<file path="src/hbp_pkg.sv">
// Shared types, constants and counter helpers of the hybrid branch predictor.
`timescale 1ns / 1ps

package hbp_pkg;

  // Default table index widths (top-level parameter defaults).
  parameter int unsigned DEF_CHOOSER_BITS = 12;
  parameter int unsigned DEF_GSHARE_BITS  = 12;
  parameter int unsigned DEF_BIMODAL_BITS = 12;

  parameter int unsigned ADDR_W = 32;
  parameter int unsigned CFG_W  = 4;
  parameter int unsigned HIST_W = 12;
  parameter int unsigned CTR_W  = 3;
  parameter int unsigned CHS_W  = 2;

  parameter logic [CTR_W-1:0] CTR_MAX   = 3'd7;
  parameter logic [CTR_W-1:0] CTR_RESET = 3'd4;
  parameter logic [CTR_W-1:0] TAKEN_AT  = 3'd4;
  parameter logic [CHS_W-1:0] CHS_MAX   = 2'd3;
  parameter logic [CHS_W-1:0] CHS_RESET = 2'd1;
  parameter logic [CHS_W-1:0] GSHARE_AT = 2'd2;

  parameter logic [CFG_W-1:0] RST_CHOOSER_BITS = 4'd8;
  parameter logic [CFG_W-1:0] RST_GSHARE_BITS  = 4'd9;
  parameter logic [CFG_W-1:0] RST_HISTORY_BITS = 4'd9;
  parameter logic [CFG_W-1:0] RST_BIMODAL_BITS = 4'd8;

  typedef enum logic [1:0] {
    REG_CHOOSER_BITS = 2'd0,
    REG_GSHARE_BITS  = 2'd1,
    REG_HISTORY_BITS = 2'd2,
    REG_BIMODAL_BITS = 2'd3
  } cfg_reg_e;

  typedef struct packed {
    logic [ADDR_W-1:0] branch_address;
    logic              taken;
  } req_t;

  typedef struct packed {
    logic predicted_taken;
    logic used_gshare;
    logic gshare_guess;
    logic bimodal_guess;
    logic mispredicted;
  } rsp_t;

  typedef struct packed {
    logic [CFG_W-1:0] chooser_bits;
    logic [CFG_W-1:0] gshare_bits;
    logic [CFG_W-1:0] history_bits;
    logic [CFG_W-1:0] bimodal_bits;
  } cfg_t;

  // History update issued when a branch retires from the lookup stage.
  typedef struct packed {
    logic en;
    logic taken;
  } hist_upd_t;

  function automatic logic [CTR_W-1:0] ctr_train(logic [CTR_W-1:0] v, logic up);
    logic [CTR_W-1:0] r;
    r = v;
    if (up) begin
      if (v != CTR_MAX) r = v + CTR_W'(1);
    end else begin
      if (v != '0) r = v - CTR_W'(1);
    end
    return r;
  endfunction

  function automatic logic [CHS_W-1:0] chs_train(logic [CHS_W-1:0] v, logic g_right,
                                                 logic b_right);
    logic [CHS_W-1:0] r;
    r = v;
    if (g_right && !b_right) begin
      if (v != CHS_MAX) r = v + CHS_W'(1);
    end else if (b_right && !g_right) begin
      if (v != '0) r = v - CHS_W'(1);
    end
    return r;
  endfunction

endpackage

</file>
<file path="src/hbp_index.sv">
// Global history register and table index generation.
`timescale 1ns / 1ps

module hbp_index #(
  parameter int unsigned CW = hbp_pkg::DEF_CHOOSER_BITS,
  parameter int unsigned GW = hbp_pkg::DEF_GSHARE_BITS,
  parameter int unsigned BW = hbp_pkg::DEF_BIMODAL_BITS
) (
  input  logic                        clk_i,
  input  logic                        rst_ni,
  input  hbp_pkg::cfg_t               cfg_i,
  input  hbp_pkg::hist_upd_t          upd_i,
  input  logic [hbp_pkg::ADDR_W-1:0]  addr_i,
  output logic [CW-1:0]               c_idx_o,
  output logic [GW-1:0]               g_idx_o,
  output logic [BW-1:0]               b_idx_o
);

  localparam int unsigned HW = hbp_pkg::HIST_W;

  logic [hbp_pkg::ADDR_W-3:0] word;
  logic [hbp_pkg::CFG_W-1:0]  hbits;
  logic [HW-1:0]              hmask, hist_q, hist_cur, hist_sh, hist_next, hist_eff;
  logic [GW-1:0]              hist_x;

  assign word  = addr_i[hbp_pkg::ADDR_W-1:2];
  assign hbits = (cfg_i.history_bits > hbp_pkg::CFG_W'(HW)) ? hbp_pkg::CFG_W'(HW)
                                                            : cfg_i.history_bits;

  always_comb begin
    for (int i = 0; i < HW; i++) begin
      hmask[i] = (i < int'(hbits));
    end
    hist_cur = hist_q & hmask;
    hist_sh  = {1'b0, hist_cur[HW-1:1]};
    for (int i = 0; i < HW; i++) begin
      hist_next[i] = hmask[i] & (hist_sh[i] | (upd_i.taken && ((i + 1) == int'(hbits))));
    end
    // A branch retiring in this cycle already counts for the next lookup.
    hist_eff = upd_i.en ? hist_next : hist_cur;
  end

  always_ff @(posedge clk_i or negedge rst_ni) begin
    if (!rst_ni) begin
      hist_q <= '0;
    end else if (upd_i.en) begin
      hist_q <= hist_next;
    end
  end

  assign hist_x = GW'(hist_eff);

  always_comb begin
    for (int i = 0; i < CW; i++) begin
      c_idx_o[i] = word[i] & (i < int'(cfg_i.chooser_bits));
    end
    for (int i = 0; i < GW; i++) begin
      g_idx_o[i] = (word[i] ^ hist_x[i]) & (i < int'(cfg_i.gshare_bits));
    end
    for (int i = 0; i < BW; i++) begin
      b_idx_o[i] = word[i] & (i < int'(cfg_i.bimodal_bits));
    end
  end

endmodule

</file>
<file path="config.mk">
export PLATFORM = sky130hd
export DESIGN_NAME = hbp_index
export DESIGN_NICKNAME = d
export VERILOG_FILES = /design/src/hbp_pkg.sv /design/src/hbp_index.sv
export SDC_FILE = /design/constraint.sdc
export NUM_CORES = 1
export LEC_CHECK = 0
export ABC_AREA = 1
export BUFFER_PORTS_ARGS = -buffer_cell sky130_fd_sc_hd__clkbuf_2
export CORE_MARGIN = 4
export CORE_UTILIZATION = 45
export DETAILED_ROUTE_END_ITERATION = 10
export PLACE_DENSITY = 0.82
export RECOVER_POWER = 100
export SYNTH_ARGS = -nofsm -noshare
export SYNTH_HDL_FRONTEND = slang
export SYNTH_SLANG_ARGS = --single-unit
export TNS_END_PERCENT = 50
</file>
<file path="constraint.sdc">
create_clock -name clk_i -period 3.7 [get_ports clk_i]
set_input_delay 0.74 -clock clk_i [delete_from_list [all_inputs] [get_ports clk_i]]
set_output_delay 0.74 -clock clk_i [all_outputs]
set_load 0.1 [all_outputs]
</file>
Word-level counts from Yosys, hierarchy flattened
Cells that the tools add are included.

cells by class
  $lt $le $gt $ge = 49
  equal/unequal tests = 12
  mux-type cells = 2
  bitwise gates (word level) = 72
  reductions and logical operators = 12

operators with widths
  cell                count
  $lt 3x4->1 const A  16
  $lt 4x4->1 const A  16
  $and 1x1->1         48
  $eq 4x4->1 const A  8
  $lt 1x4->1 const A  8
  $lt 2x4->1 const A  8
  $and 12x12->12      1
  $eq 3x4->1 const A  3
  $logic_and 1x1->1   12
  $mux 12             1
  $xor 1x1->1         12
  $or 1x1->1          11
  $eq 2x4->1 const A  1
  $gt 4x4->1 const B  1
  $mux 4              1

word-level totals
  bits in registers = 12
  input port bits = 52
  output and inout port bits = 36
  word-level logic and storage cells = 148

Logic depth before layout (Yosys ltp)
Gate-level depths: netlist of run 1.

  depth after elaboration = 9
  gate-level depth with buffers = 12
  depth with buffers taken out = 11

Worst setup path after synthesis of run 1
Ideal clock, no wire load.

  path kind = input -> output
  from = in cfg_i[3] in the netlist's numbering
  to = out b_idx_o[4]
  arrival = 3.088 ns
  required time = 2.960 ns
  slack = -0.128 ns
  stages on the path = 2
  path buffers = 0
  cells stage by stage = inv_1 a211oi_1

on the way
  longest elaborated chain between the ends = 2

ends and longest elaborated chain
  element      RTL line         text
  from (decl)  hbp_index.sv:11  input hbp_pkg::cfg_t cfg_i,
  $lt 3x4->1   hbp_index.sv:61  b_idx_o[i] = word[i] & (i < int'(cfg_i.bimodal_bits));
  $and 1x1->1  hbp_index.sv:61
  to (decl)    hbp_index.sv:16  output logic [BW-1:0] b_idx_o

Every way passes these cells.

Worst setup path in the final report of run 1
  from = in cfg_i[7] in the netlist's numbering
  to = out g_idx_o[3]

on the way
  longest elaborated chain between the ends = 9
  elaborated cells on any way between the ends = 12
  classes of those cells = order compare: 3; eq/ne: 1; mux: 2; bitwise: 5; reduce/logical: 1

ends and longest elaborated chain
  element                                                     RTL line                          text
  $gt 4x4->1                                                  hbp_index.sv:27                   assign hbits = (cfg_i.history_bits > hbp_pkg::CFG_W'(HW)) ? hbp_pkg::CFG_W'(HW)
  $mux 4 *                                                    hbp_index.sv:27
  $lt 3x4->1 / $eq 4x4->1 (equally long branches)             hbp_index.sv:32, hbp_index.sv:37
  $and 12x12->12 / $logic_and 1x1->1 (equally long branches)  hbp_index.sv:34, hbp_index.sv:37
  $or 1x1->1                                                  hbp_index.sv:37                   hist_next[i] = hmask[i] & (hist_sh[i] | (upd_i.taken && ((i + 1) == int'(hbits))));
  $and 1x1->1                                                 hbp_index.sv:37
  $mux 12 *                                                   hbp_index.sv:40                   hist_eff = upd_i.en ? hist_next : hist_cur;
  $xor 1x1->1 *                                               hbp_index.sv:58                   g_idx_o[i] = (word[i] ^ hist_x[i]) & (i < int'(cfg_i.gshare_bits));
  $and 1x1->1 *                                               hbp_index.sv:58
  to (decl)                                                   hbp_index.sv:15                   output logic [GW-1:0] g_idx_o,

Every way passes the cells marked *; elsewhere a longest branch is shown, timed or not.

==> results of run 1 <==
metal layers:
layer | track usage, % | part of all wire [%] | routed length, µm | up-vias
met5 | 0 | 0 | 0 | -
met4 | 2.20 | 0 | 0 | 0
met3 | 5.22 | 6.1 | 259 | 0
met2 | 35.3 | 48 | 2050 | 54
met1 | 28.1 | 45 | 1920 | 775
li1 | - | - | - | 923
worst paths after layout:
path                              end  slack (ns)  depth (start not counted)
max                        g_idx_o[3]        0.42                          9
min in group clk_i          hist_q[0]        0.48                          2
max reg2reg                 hist_q[2]        2.84                          4
min reg2reg                 hist_q[0]        0.48                          2
max in group asynchronous   hist_q[9]        2.81                          1
min                        hist_q[11]        0.46                          1
cell type report:
type	count	area (µm²)	share of cell area (%)
tap	31	38.8	2.32
multi-input combinational	190	867	51.9
timing repair buffer	68	310	18.6
sequential	12	300	18.0
clock buffer	3	22.5	1.35
inverter	35	131	7.87
synth_stat cells:
library cell,instances
nand2_1,87
inv_2,2
a21oi_2,2
buf_4,1
clkinv_1,1
o211ai_1,1
a211oi_1,10
nor3_1,2
o21bai_1,1
buf_2,1
a22oi_2,1
o21ai_0,8
dfrtp_1,12
a21oi_1,15
nand4_1,3
o21ai_1,2
clkbuf_1,2
buf_6,1
o22ai_1,2
nor2_1,24
nand3_1,23
a31oi_1,3
nand2_2,4
inv_1,32
nor2_4,2
where the power goes:
| part | internal, mW | switching (mW) | total, mW |
|---|---|---|---|
| Combinational | 0.0545 | 0.289 | 0.344 |
| Sequential | 0.139 | 0.00506 | 0.144 |
| Clock | 0.0378 | 0.0451 | 0.0829 |
stage by stage:
stage | area (µm²) | worst slack [ns] | cells
final | 1670 | 0.425 | 339
after global routing | 1670 | 0.293 | 339
after CTS | 1720 | 0.588 | 339
after detailed placement | 1700 | 0.597 | 336
after global placement | 1700 | 0.593 | 336
after floorplan | 1350 | -0.128 | 242
cells by family after synthesis:
logic type	Yosys count
AND/OR/NAND/NOR	145
AO/OA/AOI/OAI	45
buffers and inverters	40
flip-flops	12
worst max-delay path, stage by stage:
cell      delay (ns)
clkbuf_2        0.19
inv_1           0.17
nand2_1         0.11
nand3_1         0.11
o211ai_1        0.12
nand3_1         0.10
nand2_1         0.05
nor2_1          0.07
clkbuf_1        0.86
==> impl_metrics.tcl, run 1 <==
set metrics [dict create \
    gr-usage-all-layers_pct 21.0 \
    drcViolationCount 0 \
    critPathCaptureType "output port" \
    synth_top_family_by_area "simple AND/OR/NAND/NOR gates" \
    hpwl_um 3540 \
    power_leakage_nw 0.992 \
    final_common_cell "nand2_1" \
    status "finished, final reports clean" \
    path_max_fanout 9 \
    fmax_ghz 0.305 \
    holdWs_ns 0.461 \
    worstSetupPathType "in -> out" \
    final_cell_mix "nand2_1, clkbuf_2, inv_1" \
    antenna_cells 0 \
    overflow 0 \
    cts-resized-gates 0 \
    clockBufferDepth 2 \
    synth_xor_area_share_pct 0 \
    rows 19 \
    fill_cells 314 \
    drive_gt1_share_pct 16.6 \
    slew_headroom_pct 20.5 \
    yosysSeqAreaShare_pct 22.3 \
    numCtsBuffers 3 \
    synth_area_per_cell_um2 5.57 \
    cts_tree "built" \
    grt_pass1_wl_um 6860 \
    top_register "hist_q" \
    cp_data_required_time_ns 2.96 \
    grt_max_degree 17 \
    utilization_pct 59.5 \
    place_congestion 0.913 \
    postCtsSetupRepairBufs 0 \
    port-buffer-count 67 \
    grt_antenna_before_repair 0 \
    fin_nets 362 \
    peakVddDrop_mv 0.214 \
    root_buffer "clkbuf_4" \
    critPathLaunchType "primary input" \
    setup_violations 0 \
    clkSinkCount 12 \
    holdBufCountCts 0 \
    synthAdderAreaFrac_pct 0 \
    finalHoldViolCount 0 \
    fin_worst_skew_ns 0.00480 \
    die_y_um 62.7 \
    syn_to_final_growth_pct 24.0 \
    initialDrtViolationCount 109 \
    die_w_um 62.7 \
    cts.htree.levels 1 \
    synth_compound_area_share_pct 20.5 \
    top_regs "hist_q x12" \
    synth_top_area_share_pct 24.2 \
    initial_core_util_pct 48.0 \
    r2r_start "hist_q[3]" \
    core_um2 2810 \
    synth_area_leaders "nand2_1, dfrtp_1, inv_1, nand3_1, nor2_1" \
    drt-pass1-iter-count 6 \
    syn-num-nets 294 \
    insertion_delay_ns 0.28 \
    ys_seq_elements 12 \
    setup_tns_ns 0 \
    largest_reg_flops 12 \
    synth_top_cell_by_area "nand2_1" \
    yosys_warnings 0 \
    ant_nets 0 \
    dieArea_um2 3930 \
    yosysUniqueCellTypes 25 \
    synth_cells 242 \
    tightest_slew_ns 1.20 \
    yosys.area_share.simple_pct 45.1 \
    crit_start "cfg_i[7]" \
    first_global_vias 1501 \
    rsz0062_at_grt "no" \
    maxSlewViolCount 0 \
    wire_per_inst_um 12.5 \
    p_per_area_nw_per_um2 342 \
    arrival_ns 2.54 \
    vias_per_cell 5.17 \
    clk_transition_reported_paths_ns 0.07 \
    period_share_pct 88.5 \
    min_path_type "in -> async" \
    drt-total-wl_um 4230 \
    fin_crit_ns 3.28 \
    drv_cap 0 \
    power.total_mw 0.571 \
    io_pins 88 \
    synth_area_um2 1350 \
    synthMuxAreaShare_pct 0 \
    vias 1752 \
]
No activity file was read; power rests on OpenSTA's default activity.
==> run 2: changes to the inputs <==
--- a/config.mk
+++ b/config.mk
@@ -8,9 +8,9 @@
 export ABC_AREA = 1
 export BUFFER_PORTS_ARGS = -buffer_cell sky130_fd_sc_hd__clkbuf_2
 export CORE_MARGIN = 4
-export CORE_UTILIZATION = 45
+export CORE_UTILIZATION = 42
 export DETAILED_ROUTE_END_ITERATION = 10
-export PLACE_DENSITY = 0.82
+export PLACE_DENSITY = 0.77
 export RECOVER_POWER = 100
 export SYNTH_ARGS = -nofsm -noshare
 export SYNTH_HDL_FRONTEND = slang
==> constraint.sdc (replaced) <==
create_clock -name clk_i -period 3.6 [get_ports clk_i]
set_input_delay 0.72 -clock clk_i [delete_from_list [all_inputs] [get_ports clk_i]]
set_output_delay 0.72 -clock clk_i [all_outputs]
set_load 0.1 [all_outputs]
==> impl_metrics.tcl, run 2 (synthesis results as in run 1) <==
set metrics [dict create \
    period_share_pct 84.4 \
    maxSlewViolCount 0 \
    rsz0062_at_grt "no" \
    grt_antenna_before_repair 0 \
    clkSinkCount 12 \
    power_leakage_nw 1.00 \
    first_global_vias 1484 \
    vias 1779 \
    setup_violations 0 \
    largest_reg_flops 12 \
    power.total_mw 0.614 \
    ant_nets 0 \
    postCtsSetupRepairBufs 0 \
    utilization_pct 55.7 \
    drt-total-wl_um 4320 \
    holdBufCountCts 0 \
    worstSetupPathType "in -> out" \
    io_pins 88 \
    rows 20 \
    finalHoldViolCount 0 \
    gr-usage-all-layers_pct 20.6 \
    insertion_delay_ns 0.28 \
    peakVddDrop_mv 0.233 \
    place_congestion 0.919 \
    top_regs "hist_q x12" \
    drt-pass1-iter-count 5 \
    grt_max_degree 16 \
    fin_worst_skew_ns 0.00720 \
    die_w_um 64.6 \
    rr_worst_depth 4 \
    initialDrtViolationCount 105 \
    clockBufferDepth 2 \
    numCtsBuffers 3 \
    syn_to_final_growth_pct 26.2 \
    fmax_ghz 0.329 \
    final_cell_mix "nand2_1, clkbuf_2, inv_1" \
    grt_pass1_wl_um 6920 \
    tightest_slew_ns 1.19 \
    top_register "hist_q" \
    initial_core_util_pct 44.1 \
    cts-resized-gates 0 \
    drv_cap 0 \
    p_per_area_nw_per_um2 361 \
    status "finished, final reports clean" \
    critPathCaptureType "output port" \
    hpwl_um 3660 \
    vias_per_cell 5.03 \
    core_um2 3050 \
    overflow 0 \
    wire_per_inst_um 12.2 \
    fin_nets 363 \
    die_y_um 64.6 \
    regToRegSetupSlack_ns 2.72 \
    cts_tree "built" \
    path_max_fanout 9 \
    slew_headroom_pct 20.8 \
    cts.htree.levels 1 \
    cp_data_required_time_ns 2.88 \
    final_common_cell "nand2_1" \
    dieArea_um2 4180 \
    drcViolationCount 0 \
    root_buffer "clkbuf_4" \
    antenna_cells 0 \
    arrival_ns 2.32 \
    fin_crit_ns 3.04 \
    port-buffer-count 67 \
    critPathLaunchType "primary input" \
    setup_tns_ns 0 \
    drive_gt1_share_pct 16.5 \
    min_path_type "in -> async" \
    clk_transition_reported_paths_ns 0.08 \
]
-- run 2: worst paths after layout --
kind / from / endpoint
max: cfg_i[7] / g_idx_o[0]
max in group asynchronous: rst_ni / hist_q[9]
min in group clk_i: hist_q[0] / hist_q[0]
max reg2reg: hist_q[3] / hist_q[2]
min: rst_ni / hist_q[11]
min reg2reg: hist_q[0] / hist_q[0]
-- run 2: power breakdown --
| group | switching, mW | internal (mW) | total (mW) | leakage, nW |
|---|---|---|---|---|
| Combinational | 0.297 | 0.0565 | 0.354 | 0.819 |
| Sequential | 0.00517 | 0.143 | 0.148 | 0.164 |
| Clock | 0.0504 | 0.0616 | 0.112 | 0.0210 |
-- run 2: critical path, stage by stage --
cell      delay [ns]
clkbuf_2        0.18
nor2_1          0.25
nand2_1         0.14
nand2_1         0.09
o21ai_0         0.08
nand2_1         0.08
o21ai_0         0.12
nand2_1         0.08
nand2_1         0.04
nor2_1          0.07
clkbuf_2        0.46
-- run 2: through the flow --
stage / setup WS (ns) / cell area (µm²) / instances / hold slack, ns
floorplan: -0.188 / 1350 / 242 / 0.424
global placement: 0.601 / 1730 / 350 / 0.453
detailed placement: 0.601 / 1730 / 350 / 0.464
CTS: 0.605 / 1760 / 354 / 0.325
global route: 0.369 / 1700 / 354 / 0.509
finish: 0.561 / 1700 / 354 / 0.442
-- run 2: cell type report --
| cell class | count | area [µm²] |
|---|---|---|
| inverter | 35 | 131 |
| timing repair buffer | 69 | 318 |
| sequential | 12 | 300 |
| clock buffer | 4 | 36.3 |
| multi-input combinational | 190 | 860 |
| fill | 370 | 1350 |
| tap | 44 | 55.1 |
-- run 2: routing by layer --
layer | wire [µm] | track usage [%] | vias to the layer above
li1 | - | - | 927
met1 | 1950 | 29.3 | 781
met2 | 2010 | 32.2 | 63
met3 | 289 | 4.16 | 8
met4 | 75 | 4.49 | 0
met5 | 0 | 0 | -
==> run 3: changes to the inputs <==
==> constraint.sdc (replaced) <==
create_clock -name clk_i -period 2.9 [get_ports clk_i]
set_input_delay 0.58 -clock clk_i [delete_from_list [all_inputs] [get_ports clk_i]]
set_output_delay 0.58 -clock clk_i [all_outputs]
set_load 0.1 [all_outputs]
==> impl_metrics.tcl, run 3 (synthesis results as in run 1) <==
set metrics [dict create \
    drv_cap 0 \
    critPathCaptureType "output port" \
    peakVddDrop_mv 0.246 \
    hpwl_um 3660 \
    arrival_ns 2.07 \
    initialDrtViolationCount 138 \
    p_per_area_nw_per_um2 442 \
    clkSinkCount 12 \
    antenna_cells 0 \
    first_global_vias 1621 \
    initial_core_util_pct 44.1 \
    setup_violations 0 \
    tightest_slew_ns 1.18 \
    min_path_type "in -> async" \
    drt-pass1-iter-count 4 \
    dieArea_um2 4180 \
    rsz0062_at_grt "no" \
    maxSlewViolCount 0 \
    clk_transition_reported_paths_ns 0.09 \
    timing.rr.end "hist_q[2]" \
    wire_per_inst_um 12.2 \
    slew_headroom_pct 21.4 \
    root_buffer "clkbuf_4" \
    clockBufferDepth 2 \
    drcViolationCount 0 \
    grt_max_degree 16 \
    power_leakage_nw 1.02 \
    gr-usage-all-layers_pct 21.3 \
    die_y_um 64.6 \
    drive_gt1_share_pct 18.3 \
    r2r_start "hist_q[3]" \
    worstSetupPathType "in -> out" \
    insertion_delay_ns 0.29 \
    final_common_cell "nand2_1" \
    critPathLaunchType "primary input" \
    fin_worst_skew_ns 0.0130 \
    final_cell_mix "nand2_1, clkbuf_2, inv_1" \
    cts.htree.levels 1 \
    cp_data_required_time_ns 2.32 \
    overflow 0 \
    multi_input_area_um2 872 \
    status "finished, final reports clean" \
    drt-total-wl_um 4320 \
    period_share_pct 91.5 \
    numCtsBuffers 3 \
    holdBufCountCts 0 \
    cp-endpoint "g_idx_o[1]" \
    setup_tns_ns 0 \
    vias 1786 \
    top_regs "hist_q x12" \
    crit_start "cfg_i[7]" \
    fin_crit_ns 2.65 \
    rr_worst_depth 4 \
    rows 20 \
    port-buffer-count 67 \
    finalHoldViolCount 0 \
    die_w_um 64.6 \
    fmax_ghz 0.377 \
    largest_reg_flops 12 \
    ant_nets 0 \
    top_register "hist_q" \
    syn_to_final_growth_pct 29.7 \
    register_area_um2 300 \
    regToRegSetupSlack_ns 2.04 \
    io_pins 88 \
    path_max_fanout 9 \
    grt_pass1_wl_um 7180 \
    utilization_pct 57.3 \
    cts-resized-gates 0 \
    vias_per_cell 5.03 \
    cts_tree "built" \
    grt_antenna_before_repair 0 \
    place_congestion 0.919 \
    fin_nets 364 \
    fill_cells 344 \
    core_um2 3050 \
    postCtsSetupRepairBufs 0 \
]
-- run 3: cell count changes in the layout (fill, tap and decap cells not counted) --
| cell | before | now |
|---|---|---|
| a21oi_1 | 17 | 15 |
| a21oi_2 | 0 | 2 |
| a22oi_1 | 1 | 0 |
| a22oi_2 | 0 | 1 |
| buf_12 | 0 | 1 |
| buf_2 | 0 | 2 |
| buf_4 | 2 | 3 |
| clkbuf_1 | 26 | 24 |
| clkbuf_2 | 41 | 36 |
| clkbuf_4 | 3 | 7 |
-- run 3: power breakdown --
part           total [mW]  internal [mW]  switching (mW)
Clock               0.138         0.0765          0.0616
Combinational       0.450         0.0789           0.371
Sequential          0.184          0.177         0.00694
-- run 3: how the worst min path moves through the flow --
stage | cells past startpoint | to | startpoint
after floorplan | 0 | hist_q[0] | rst_ni
after global placement | 2 | hist_q[0] | hist_q[0]
after detailed placement | 2 | hist_q[0] | hist_q[0]
after CTS | 1 | hist_q[4] | rst_ni
after global routing | 1 | hist_q[4] | rst_ni
final | 1 | hist_q[4] | rst_ni
-- run 3: critical path: stages --
cell      delay, ns
clkbuf_2       0.18
nand2_1        0.21
nand2_1        0.07
nor2_1         0.20
nand3_1        0.10
nand2_1        0.07
nand2_1        0.09
nand3_1        0.09
nand2_1        0.05
nor2_1         0.09
clkbuf_4       0.34
-- run 3: stage by stage --
stage | hold slack (ns) | worst slack [ns] | area (µm²) | cells | power [mW]
after floorplan | 0.284 | -0.608 | 1350 | 242 | 0.545
after global placement | 0.456 | 0.331 | 1910 | 351 | 0.686
after detailed placement | 0.459 | 0.297 | 1910 | 351 | 0.689
after CTS | 0.182 | 0.292 | 1950 | 355 | 0.827
after global routing | 0.354 | 0.0736 | 1750 | 355 | 0.814
final | 0.292 | 0.247 | 1750 | 355 | 0.772
-- run 3: per-layer routing --
metal	up-vias	GRT usage [%]	part of all wire, %
met2	51	36.1	49
met3	6	3.99	4.4
met5	-	0	0
met1	805	27.3	45
met4	0	6.07	1.6
li1	924	-	-
-- run 3: cell type report --
class                           instances  share of cell area, %
Multi-Input combinational cell        190                   49.9
Clock buffer                            4                   2.08
Timing Repair Buffer                   70                   20.2
Inverter                               35                   7.52
Sequential cell                        12                   17.2
Tap cell                               44                   3.15
